[src/sv/lcgrr_pkg.sv]
// Shared types and constants for the LCG range generator.
// Used by lcgrr_ctrl, lcgrr_dp and lcg_random_range_generator; no dependencies.
package lcgrr_pkg;

  // Generator recurrence: seed * LCG_MUL + LCG_ADD, modulo 2^32
  localparam int unsigned SEED_W   = 32;
  localparam logic [17:0] LCG_MUL  = 18'd214013;
  localparam logic [31:0] LCG_ADD  = 32'd2531011;
  localparam int unsigned MIX_SHIFT  = 15;
  localparam int unsigned FRAC_SHIFT = 16;

  // Scaled-mode divisor is 2^16 - 1
  localparam logic [17:0] FRAC_DIV = 18'd65535;

  // Restoring divider: one quotient bit per cycle over a 32-bit dividend
  localparam int unsigned DIV_STEPS = 32;
  localparam int unsigned CNT_W     = $clog2(DIV_STEPS);

  typedef enum logic [2:0] {
    ST_IDLE,
    ST_SEED,
    ST_PREP,
    ST_DIV,
    ST_SCALE,
    ST_OUT
  } state_t;

  // Controller to datapath commands
  typedef struct packed {
    logic load_in;
    logic adv_seed;
    logic prep;
    logic div_step;
    logic scale;
    logic load_out;
  } cmd_t;

  // Datapath to controller status
  typedef struct packed {
    logic func;
    logic err;
    logic div_last;
  } stat_t;

endpackage

[src/sv/lcg_random_range_generator.sv]
// LCG random range generator, top level: lcgrr_ctrl sequences lcgrr_dp.
// Integer mode: accept, seed advance, operand prep, the one-bit-per-cycle restoring divider,
// then result load; scaled mode has one scale step in place of the divider; an inverted range skips both.
// One item in flight at a time; a finished result waits in the output register.
// Reset (rst_n, synchronous, active low) clears the running seed and the control state.
module lcg_random_range_generator import lcgrr_pkg::*; (
  input  logic               clk,
  input  logic               rst_n,
  input  logic               cfg_wr_en,
  input  logic [31:0]        cfg_wr_data,
  input  logic               in_valid,
  output logic               in_ready,
  input  logic               in_func,
  input  logic signed [31:0] in_low_bound,
  input  logic signed [31:0] in_high_bound,
  output logic               out_valid,
  input  logic               out_ready,
  output logic signed [31:0] out_value,
  output logic               out_range_error
);

  cmd_t  cmd;
  stat_t stat;

  lcgrr_ctrl u_ctrl (
    .clk       (clk),
    .rst_n     (rst_n),
    .in_valid  (in_valid),
    .in_ready  (in_ready),
    .out_valid (out_valid),
    .out_ready (out_ready),
    .stat      (stat),
    .cmd       (cmd)
  );

  lcgrr_dp u_dp (
    .clk             (clk),
    .rst_n           (rst_n),
    .cfg_wr_en       (cfg_wr_en),
    .cfg_wr_data     (cfg_wr_data),
    .in_func         (in_func),
    .in_low_bound    (in_low_bound),
    .in_high_bound   (in_high_bound),
    .cmd             (cmd),
    .stat            (stat),
    .out_value       (out_value),
    .out_range_error (out_range_error)
  );

  // Never overwrite a result that has not been transferred
  a_no_overwrite: assert property (@(posedge clk) disable iff (!rst_n)
    cmd.load_out |-> (!out_valid || out_ready))
    else $error("result register overwritten before transfer");

  // One item in flight: no accept right after an accept
  a_one_item: assert property (@(posedge clk) disable iff (!rst_n)
    (in_valid && in_ready) |=> !in_ready)
    else $error("input accepted while an item is in flight");

  // Divider stops after its last step
  a_div_end: assert property (@(posedge clk) disable iff (!rst_n)
    (cmd.div_step && stat.div_last) |=> !cmd.div_step)
    else $error("divider stepped past its last bit");

  // A loaded result is presented valid on the next cycle
  a_load_valid: assert property (@(posedge clk) disable iff (!rst_n)
    cmd.load_out |=> out_valid)
    else $error("loaded result not presented");

endmodule

[src/sv/lcgrr_ctrl.sv]
// Controller state machine for the LCG range generator.
// Depends on lcgrr_pkg; drives cmd_t to lcgrr_dp and owns the handshake flags.
module lcgrr_ctrl import lcgrr_pkg::*; (
  input  logic  clk,
  input  logic  rst_n,
  input  logic  in_valid,
  output logic  in_ready,
  output logic  out_valid,
  input  logic  out_ready,
  input  stat_t stat,
  output cmd_t  cmd
);

  state_t state_r, state_nxt;
  logic   out_valid_r, out_valid_nxt;
  logic   out_free;

  // Result slot can take a new result when empty or being drained
  assign out_free = !out_valid_r || out_ready;

  // Next state
  always_comb begin
    state_nxt = state_r;
    case (state_r)
      ST_IDLE: begin
        if (in_valid) state_nxt = ST_SEED;
      end
      ST_SEED: state_nxt = ST_PREP;
      ST_PREP: begin
        if (stat.err)       state_nxt = ST_OUT;
        else if (stat.func) state_nxt = ST_SCALE;
        else                state_nxt = ST_DIV;
      end
      ST_DIV: begin
        if (stat.div_last) state_nxt = ST_OUT;
      end
      ST_SCALE: state_nxt = ST_OUT;
      ST_OUT: begin
        if (out_free) state_nxt = ST_IDLE;
      end
      default: state_nxt = ST_IDLE;
    endcase
  end

  // Outputs
  always_comb begin
    cmd      = '0;
    in_ready = 1'b0;
    case (state_r)
      ST_IDLE: begin
        in_ready    = 1'b1;
        cmd.load_in = in_valid;
      end
      ST_SEED:  cmd.adv_seed = 1'b1;
      ST_PREP:  cmd.prep     = 1'b1;
      ST_DIV:   cmd.div_step = 1'b1;
      ST_SCALE: cmd.scale    = 1'b1;
      ST_OUT:   cmd.load_out = out_free;
      default: begin
        cmd      = '0;
        in_ready = 1'b0;
      end
    endcase
  end

  // Hold result valid until transfer, set on a new load
  always_comb begin
    out_valid_nxt = out_valid_r;
    if (out_valid_r && out_ready) out_valid_nxt = 1'b0;
    if (cmd.load_out)             out_valid_nxt = 1'b1;
  end

  always_ff @(posedge clk) begin
    if (!rst_n) begin
      state_r     <= ST_IDLE;
      out_valid_r <= 1'b0;
    end else begin
      state_r     <= state_nxt;
      out_valid_r <= out_valid_nxt;
    end
  end

  assign out_valid = out_valid_r;

endmodule

[src/sv/lcgrr_dp.sv]
// Datapath for the LCG range generator: seed, operands, divider, result register.
// Depends on lcgrr_pkg; sequenced by cmd_t from lcgrr_ctrl.
module lcgrr_dp import lcgrr_pkg::*; (
  input  logic               clk,
  input  logic               rst_n,
  input  logic               cfg_wr_en,
  input  logic [31:0]        cfg_wr_data,
  input  logic               in_func,
  input  logic signed [31:0] in_low_bound,
  input  logic signed [31:0] in_high_bound,
  input  cmd_t               cmd,
  output stat_t              stat,
  output logic signed [31:0] out_value,
  output logic               out_range_error
);

  logic [SEED_W-1:0] seed_r, seed_nxt;
  logic              func_r;
  logic [31:0]       lo_r, hi_r;
  logic              err_r;
  logic [47:0]       acc_r, acc_nxt;   // dividend shifter or scaled product
  logic [32:0]       div_r;            // span, up to 2^32
  logic [31:0]       rem_r, rem_nxt;   // remainder, later the scaled quotient
  logic [CNT_W-1:0]  cnt_r;
  logic [31:0]       out_value_r;
  logic              out_err_r;

  logic [49:0]       seed_prod;
  logic [32:0]       diff;
  logic [31:0]       mixed;
  logic [15:0]       frac;
  logic [32:0]       rem_sh;
  logic [15:0]       sa, sb, sc;
  logic [17:0]       ssum;
  logic [1:0]        kfix;
  logic [32:0]       quot;
  logic [31:0]       sum_res;

  // Advance the generator
  assign seed_prod = seed_r * LCG_MUL;
  assign seed_nxt  = seed_prod[31:0] + LCG_ADD;

  // Span of the range in 33 bits; negative means inverted bounds
  assign diff  = {hi_r[31], hi_r} - {lo_r[31], lo_r};
  assign mixed = seed_r ^ (seed_r >> MIX_SHIFT);
  assign frac  = seed_r[SEED_W-1:FRAC_SHIFT];

  // One restoring-division step
  assign rem_sh = {rem_r, acc_r[31]};
  always_comb begin
    acc_nxt = {acc_r[46:0], 1'b0};
    if (rem_sh >= div_r) rem_nxt = 32'(rem_sh - div_r);
    else                 rem_nxt = rem_sh[31:0];
  end

  // Divide by 2^16-1: x = a*2^32 + b*2^16 + c gives q = a*65537 + b + (a+b+c)/65535
  assign sa   = acc_r[47:32];
  assign sb   = acc_r[31:16];
  assign sc   = acc_r[15:0];
  assign ssum = 18'(sa) + 18'(sb) + 18'(sc);
  always_comb begin
    if (ssum >= 18'(3 * FRAC_DIV))      kfix = 2'd3;
    else if (ssum >= 18'(2 * FRAC_DIV)) kfix = 2'd2;
    else if (ssum >= FRAC_DIV)          kfix = 2'd1;
    else                                kfix = 2'd0;
  end
  assign quot = {1'b0, sa, 16'b0} + 33'(sa) + 33'(sb) + 33'(kfix);

  // Final offset from the low bound
  assign sum_res = lo_r + rem_r;

  // Seed register: config write reloads, each item advances
  always_ff @(posedge clk) begin
    if (!rst_n) begin
      seed_r <= '0;
    end else if (cfg_wr_en) begin
      seed_r <= cfg_wr_data;
    end else if (cmd.adv_seed) begin
      seed_r <= seed_nxt;
    end
  end

  // Operand, divider and result registers
  always_ff @(posedge clk) begin
    if (cmd.load_in) begin
      func_r <= in_func;
      lo_r   <= in_low_bound;
      hi_r   <= in_high_bound;
    end
    if (cmd.prep) begin
      err_r <= diff[32];
      rem_r <= '0;
      cnt_r <= '0;
      div_r <= diff + 33'd1;
      if (func_r) acc_r <= 48'(diff[31:0] * frac);
      else        acc_r <= {16'b0, mixed};
    end
    if (cmd.div_step) begin
      acc_r <= acc_nxt;
      rem_r <= rem_nxt;
      cnt_r <= cnt_r + 1'b1;
    end
    if (cmd.scale) begin
      rem_r <= quot[31:0];
    end
    if (cmd.load_out) begin
      out_value_r <= err_r ? lo_r : sum_res;
      out_err_r   <= err_r;
    end
  end

  assign stat.func     = func_r;
  assign stat.err      = diff[32];
  assign stat.div_last = (cnt_r == CNT_W'(DIV_STEPS - 1));

  assign out_value       = out_value_r;
  assign out_range_error = out_err_r;

endmodule
[config.mk]
export PLATFORM = sky130hd
export DESIGN_NAME = lcg_random_range_generator
export DESIGN_NICKNAME = d
export VERILOG_FILES = /design/src/sv/lcgrr_pkg.sv /design/src/sv/lcg_random_range_generator.sv /design/src/sv/lcgrr_ctrl.sv /design/src/sv/lcgrr_dp.sv
export SDC_FILE = /design/constraint.sdc
export NUM_CORES = 2
export LEC_CHECK = 0
export ABC_AREA = 0
export BUFFER_PORTS_ARGS = -buffer_cell sky130_fd_sc_hd__buf_4
export CELL_PAD_IN_SITES_DETAIL_PLACEMENT = 1
export CELL_PAD_IN_SITES_GLOBAL_PLACEMENT = 2
export CORE_ASPECT_RATIO = 0.6
export CORE_MARGIN = 2
export CORE_UTILIZATION = 40
export CTS_CLUSTER_SIZE = 24
export DETAILED_ROUTE_END_ITERATION = 6
export MAX_ROUTING_LAYER = met4
export PLACE_DENSITY = 0.92
export SLEW_MARGIN = 20
export SYNTH_ARGS = -nofsm -noshare
export SYNTH_HDL_FRONTEND = slang
export SYNTH_SLANG_ARGS = --single-unit
export TNS_END_PERCENT = 1
[constraint.sdc]
create_clock -name clk -period 16.8 [get_ports clk]
set_input_delay 0.84 -clock clk [delete_from_list [all_inputs] [get_ports clk]]
set_output_delay 0.84 -clock clk [all_outputs]
set_load 0.05 [all_outputs]
# Word-level counts from Yosys, hierarchy flattened
# Index checks and enable logic that the tools add are counted.
[op_classes]
add_sub_neg = 11
n_mul = 2
magnitude_cmp = 4
eq_ne = 9
mux = 30
bitwise_logic = 1
n_reduce_logical = 9
[op_table]
columns = ["operator", "count"]
rows = [
  ["$mux 32", 7],
  ["$mux 48", 3],
  ["$add 32x16->32", 2],
  ["$mul 32x16->48", 1],
  ["$add 33x1->33 const B", 1],
  ["$ge 33x33->1", 1],
  ["$sub 32x32->33", 1],
  ["$add 32x2->32", 1],
  ["$add 32x22->32 const B", 1],
  ["$add 32x32->32", 1],
  ["$mul 32x18->32 const B", 1],
  ["$sub 32x32->32", 1],
  ["$xor 32x17->32", 1],
  ["$add 18x16->18", 1],
  ["$ge 18x16->1 const B", 1],
  ["$ge 18x17->1 const B", 1],
  ["$ge 18x18->1 const B", 1],
  ["$pmux 3 s6", 1],
  ["$add 16x16->17", 1],
  ["$mux 3", 5],
  ["$mux 1", 10],
  ["$mux 5", 2],
  ["$eq 3x2->1 const B", 2],
  ["$eq 3x3->1 const B", 2],
  ["other kinds (13)", 17],
]
[word_totals]
reg_bits = 253
input_bits = 102
output_inout_bits = 35
elab_cells = 80

# Longest topological paths before layout
[depth]
depth_word = 8
depth_mapped = 38
ltp_nobuf = 38

# By module
# From an unflattened synthesis, not the netlist that was laid out.
[unflattened]
cells_unflattened = 4524
area_unflattened_um2 = 41738.8
[modules_own_cells]
columns = ["mod", "n_inst", "cells_each", "area_each_um2", "seq_area_each_um2"]
rows = [
  ["lcgrr_dp", 1, 4490, 41469.8, 7146.9],
  ["lcgrr_ctrl", 1, 34, 269.0, 80.1],
]

# Worst setup path before layout
# OpenSTA, ideal clock, no wires.
[synth_timing]
kind = "reg-to-reg"
from = "reg u_dp.lo_r[1]"
to = "reg u_dp.acc_r[39], data pin"
setup_time_ps = 274
t_arrival_ps = 8178
required_ps = 16526
setup_slack_ps = 8349
stages_incl_launch_ff = 34
n_path_buf = 2
synth_period_minus_slack_ps = 8451
cell_sequence = "edfxtp_1 -> inv_1 -> ha_1 -> nor2b_1 -> o311a_1 -> o31ai_4 -> nor2_1 -> o41ai_1 -> xnor2_1 -> clkbuf_1 -> clkbuf_1 -> nand2_1 -> fa_1 -> fa_1 -> fa_1 -> inv_1 -> fa_1 -> inv_1 -> fa_1 -> inv_1 -> fa_1 -> ha_1 -> a21oi_1 -> o21bai_1 -> a211oi_1 -> o221ai_1 -> or4_1 -> o211ai_1 -> a21o_1 -> a21oi_1 -> or3_1 -> a21oi_1 -> xor2_1 -> o22ai_1"
[synth_between]
elab_chain_cells = 5
[synth_lines]
columns = ["item", "line", "rtl"]
rows = [
  ["start: declaration", "lcgrr_dp.sv:19", "logic [31:0] lo_r, hi_r;"],
  ["start signal: assignment", "lcgrr_dp.sv:87", "lo_r <= in_low_bound;"],
  ["$sub 32x32->33", "lcgrr_dp.sv:44", "assign diff = {hi_r[31], hi_r} - {lo_r[31], lo_r};"],
  ["$mul 32x16->48", "lcgrr_dp.sv:95", "if (func_r) acc_r <= 48'(diff[31:0] * frac);"],
  ["$mux 48", "lcgrr_dp.sv:95", ""],
  ["$mux 48", "lcgrr_dp.sv:90", "if (cmd.prep) begin"],
  ["$mux 48", "lcgrr_dp.sv:98", "if (cmd.div_step) begin"],
  ["end signal: assignment", "lcgrr_dp.sv:95", ""],
  ["end signal: assignment", "lcgrr_dp.sv:96", "else acc_r <= {16'b0, mixed};"],
  ["end signal: assignment", "lcgrr_dp.sv:99", "acc_r <= acc_nxt;"],
  ["end: declaration", "lcgrr_dp.sv:21", "logic [47:0] acc_r, acc_nxt;"],
]
# Every way passes these cells. The select of a mux whose other input is x is not followed.
# A chain may end at the register's enable or synchronous reset.

# Final worst setup path
[layout_timing]
from = "reg u_dp.lo_r[9]"
to = "reg u_dp.acc_r[31], data pin"
# Same word-level chain as after synthesis.

==> results.txt <==
----------------------------------------------------
[Status]
  Result of the run ... complete, no violations

[Layout]
  Net total in the final layout ... between 5,000 and 6,000
  Fraction of layout cells with a size suffix above 1 ... 0.0746
  Synth-to-Final Area Change ... 8.80%
  # fillers ... approximately 12,000

[CTS]
  Clk pin slew, worst setup/hold paths ... around 60 ps
  CTS tree ... built
  CTS buffer count ... 31
  Maximum count of clock buffers along a single path ... 3
  Clock latency at the later pin of the worst-skew pair ... around 620 ps
  H-tree depth ... 1
  Total clock sinks ... between 200 and 300
  Post-cts repair resize count ... 0
  Hold-fix buffers at CTS ... 0
  Root buffer selected by CTS ... clkbuf_16
  Postcts setup bufs ... 0

[Timing]
  Headroom to the max-slew limit ... 0.253
  Sum of negative setup slack ... 0 ps
  Upper clock frequency limit ... around 99 MHz
  Count of final setup violators ... 0
  Part of the cycle the worst path needs ... 0.602
  Total count of hold-check failures in the final report ... 0
  Setup repair after global routing missed its margin ... false
  Min Clock Period, post-route ... between 10,000 and 15,000 ps
  Layout Skew ... approximately 21 ps
  Max-slew violations ... 0
  Slew at the pin closest to its max-slew limit ... around 1100 ps

[Yosys]
  Register bit count reported by yosys ... ~250
  Async S/R FF share, synth ... 0
  Post-Syn Nets ... 5,557
  Cells after Synth ... 4,426
  YS warnings ... 0
  Post-synthesis sequential area ratio ... 0.174
  Most used DFF post-synth ... edfxtp_1
  Library cells used by synthesis ... between 100 and 150
  Mean area per synthesized cell ... 9.40 um2
  Syn Std Cell Area ... 0.0416 mm2
  EDFF count, synth ... 216

[Job]
  Max Cap Viol ... 0

[Detailed routing]
  Met2 WL post-DR ... ~55,000 um
  First drt pass iteration count ... 5
  Routed length on met3 ... 14,200 um
  Number of remaining DRC errors ... 0
  Total vias in the final route ... 32,600
  Total wire length after detailed routing ... between 100,000 and 150,000 um
  Number of DRC markers in iteration 0 ... ~2,700
  Final routed wire length divided by cell count ... approximately 23 um
  Count of nets left with antenna violations after detail routing ... 0
  Detailed-routing wirelength on met1 ... approximately 66,000 um
  Vias per cell ... 5.52
  Top routing layer in use ... met4

[Global route]
  Wire length of the first global-routing pass ... 213,000 um
  Pin count of the biggest net entering global routing ... between 60 and 70
  Overall global routing resource usage ... 0.270
  Number of global-route vias before repair ... between 30,000 and 40,000
  Antenna violations before repair ... 4
  Overflow left after global routing ... 0

[Worst setup path]
  Slowest CP cell ... a211oi_1
  Critical path class ... reg -> reg
  Buffers plus inverters on the worst setup path ... 5
  Most numerous cell on the critical path ... fa_1
  Data arrival at the endpoint of the critical path ... 10,460 ps
  CP Max Fanout ... 20
  Element type at the critical path start ... flop
  Crit-path max cell delay ... approximately 740 ps
  Critical Path Sink Type ... flop
  Cell family with the largest share of critical-path delay ... adder cells
  Worst EP required ... between 15,000 and 20,000 ps

[Floorplanning]
  Core region area ... a little over 0.1 mm2
  Die W ... 420 um
  Die ar. ... approximately 0.11 mm2
  Ports ... 137
  Die height ... roughly 250 um
  Number of core rows ... 91
  Starting Density ... 0.404

[Placement]
  Number of port buffers ... approximately 140
  Dpl hpwl ... ~110,000 um
  Final estimated routing congestion in global placement ... between 0.9 and 1

[Min path]
  Min-delay worst type ... in -> reg

----------------------------------------------------
-- metrics by stage --
stage / worst slack (ps) / hold WS (ps) / cell area, um2 / std cells / utilization
5_1_grt: 6140 / 390 / 45300 / 5901 / 0.440
4_1_cts: 6810 / 373 / 45300 / 5899 / 0.440
3_3_place_gp: 7010 / 517 / 44300 / 5842 / 0.430
6_report: 6680 / 405 / 45300 / 5901 / 0.440
2_1_floorplan: 8350 / 424 / 41600 / 4426 / -
3_5_place_dp: 6960 / 526 / 44300 / 5842 / 0.430
-- path summary, 6_finish.rpt --
check	slack, ps	to	cells past startpoint	from
hold reg to reg	550	u_dp.seed_r[19]$_SDFFE_PN0P_	2	u_dp.seed_r[19]$_SDFFE_PN0P_
hold / removal	410	u_dp.hi_r[3]$_DFFE_PP_	1	in_high_bound[3]
setup / recovery	6680	u_dp.acc_r[31]$_DFFE_PP_	31	u_dp.lo_r[9]$_DFFE_PP_
setup reg to reg	6680	u_dp.acc_r[31]$_DFFE_PP_	31	u_dp.lo_r[9]$_DFFE_PP_
-- routing by layer --
metal	GRT usage	vias up
met4	0.0515	0
li1	-	14400
met5	-	-
met2	0.366	1222
met3	0.0779	145
met1	0.397	16800
-- cells in the mapped netlist, types with 11 or more instances --
cell type	number	area share
and3_1	31	0.0047
or3_1	13	0.0020
a21oi_1	201	0.024
nor3_1	48	0.0058
nand2_1	481	0.043
o21bai_1	19	0.0034
xor2_1	105	0.022
nor2_1	169	0.015
edfxtp_1	216	0.16
o22ai_1	34	0.0051
a21o_1	102	0.018
fa_1	631	0.30
dfxtp_1	37	0.018
o21ai_0	137	0.016
inv_1	774	0.070
nand2b_1	27	0.0041
o21ai_1	17	0.0020
o211ai_1	13	0.0023
a31oi_1	34	0.0051
clkbuf_1	161	0.015
nand3_1	54	0.0065
a211oi_1	36	0.0065
o21a_1	23	0.0041
or2_2	11	0.0017
ha_1	398	0.12
xnor2_1	153	0.032
and2_1	190	0.029
nor2b_1	52	0.0078
nand4_1	23	0.0035
mux2i_1	40	0.0096
-- worst register-to-register path, delay by kind of cell (launching register included) --
family | cells | cell delay (ps)
AND/OR/NAND/NOR | 4 | 820
flip-flops | 1 | 430
AO/OA/AOI/OAI | 11 | 3630
multiplexers | 1 | 260
buffers and inverters | 5 | 730
XOR/XNOR | 2 | 210
adder cells (fa/ha/maj) | 8 | 3780
-- flip-flops by register name, indices dropped and copies added, names as in the netlist --
signal / flops
u_dp.out_value: 32
u_dp.rem_r: 32
u_ctrl.state_r: 3
u_dp.hi_r: 32
u_dp.out_range_error: 1
u_dp.seed_r: 32
u_dp.div_r: 33
u_dp.err_r: 1
u_dp.func_r: 1
u_ctrl.out_valid: 1
u_dp.lo_r: 32
u_dp.acc_r: 48
u_dp.cnt_r: 5
-- cells by family (layout without fill, tap and decap cells) --
kind of cell               count (synthesis)  in the layout  synth area share
DFF                                      253            253             0.174
adders and majority gates               1029           1029             0.423
and+or+nand+nor                         1149           1149             0.134
other                                      0              1                 0
xor gates and xnor gates                 268            268            0.0582
buffers and inverters                    956           1035            0.0871
muxes                                     44             44            0.0107
AOI/OAI and AO/OA                        727            727             0.113
-- cell type report --
type | instances | area (um2) | share of cell area
clock inverter | 18 | 168 | 0.00370
clock buffer | 39 | 806 | 0.0178
tap | 1395 | 1750 | 0.0386
sequential | 253 | 7240 | 0.160
inverter | 775 | 2910 | 0.0643
multi-input combinational | 3217 | 30900 | 0.682
timing repair buffer | 203 | 1540 | 0.0339
antenna | 1 | 2.50 | 0.0000553
-- layout by cell type (no fill, tap or decap), types with 102 or more instances in the layout --
cell,synthesis,layout
fa_1,631,631
edfxtp_1,216,216
a21o_1,102,102
and2_1,190,189
a21oi_1,201,201
nor2_1,169,167
nand2_1,481,481
ha_1,398,398
buf_4,4,202
xnor2_1,153,146
inv_1,774,773
o21ai_0,137,137
Power is not shown: default switching activity piles up to over one toggle a cycle in this logic, so the estimate is an artifact.
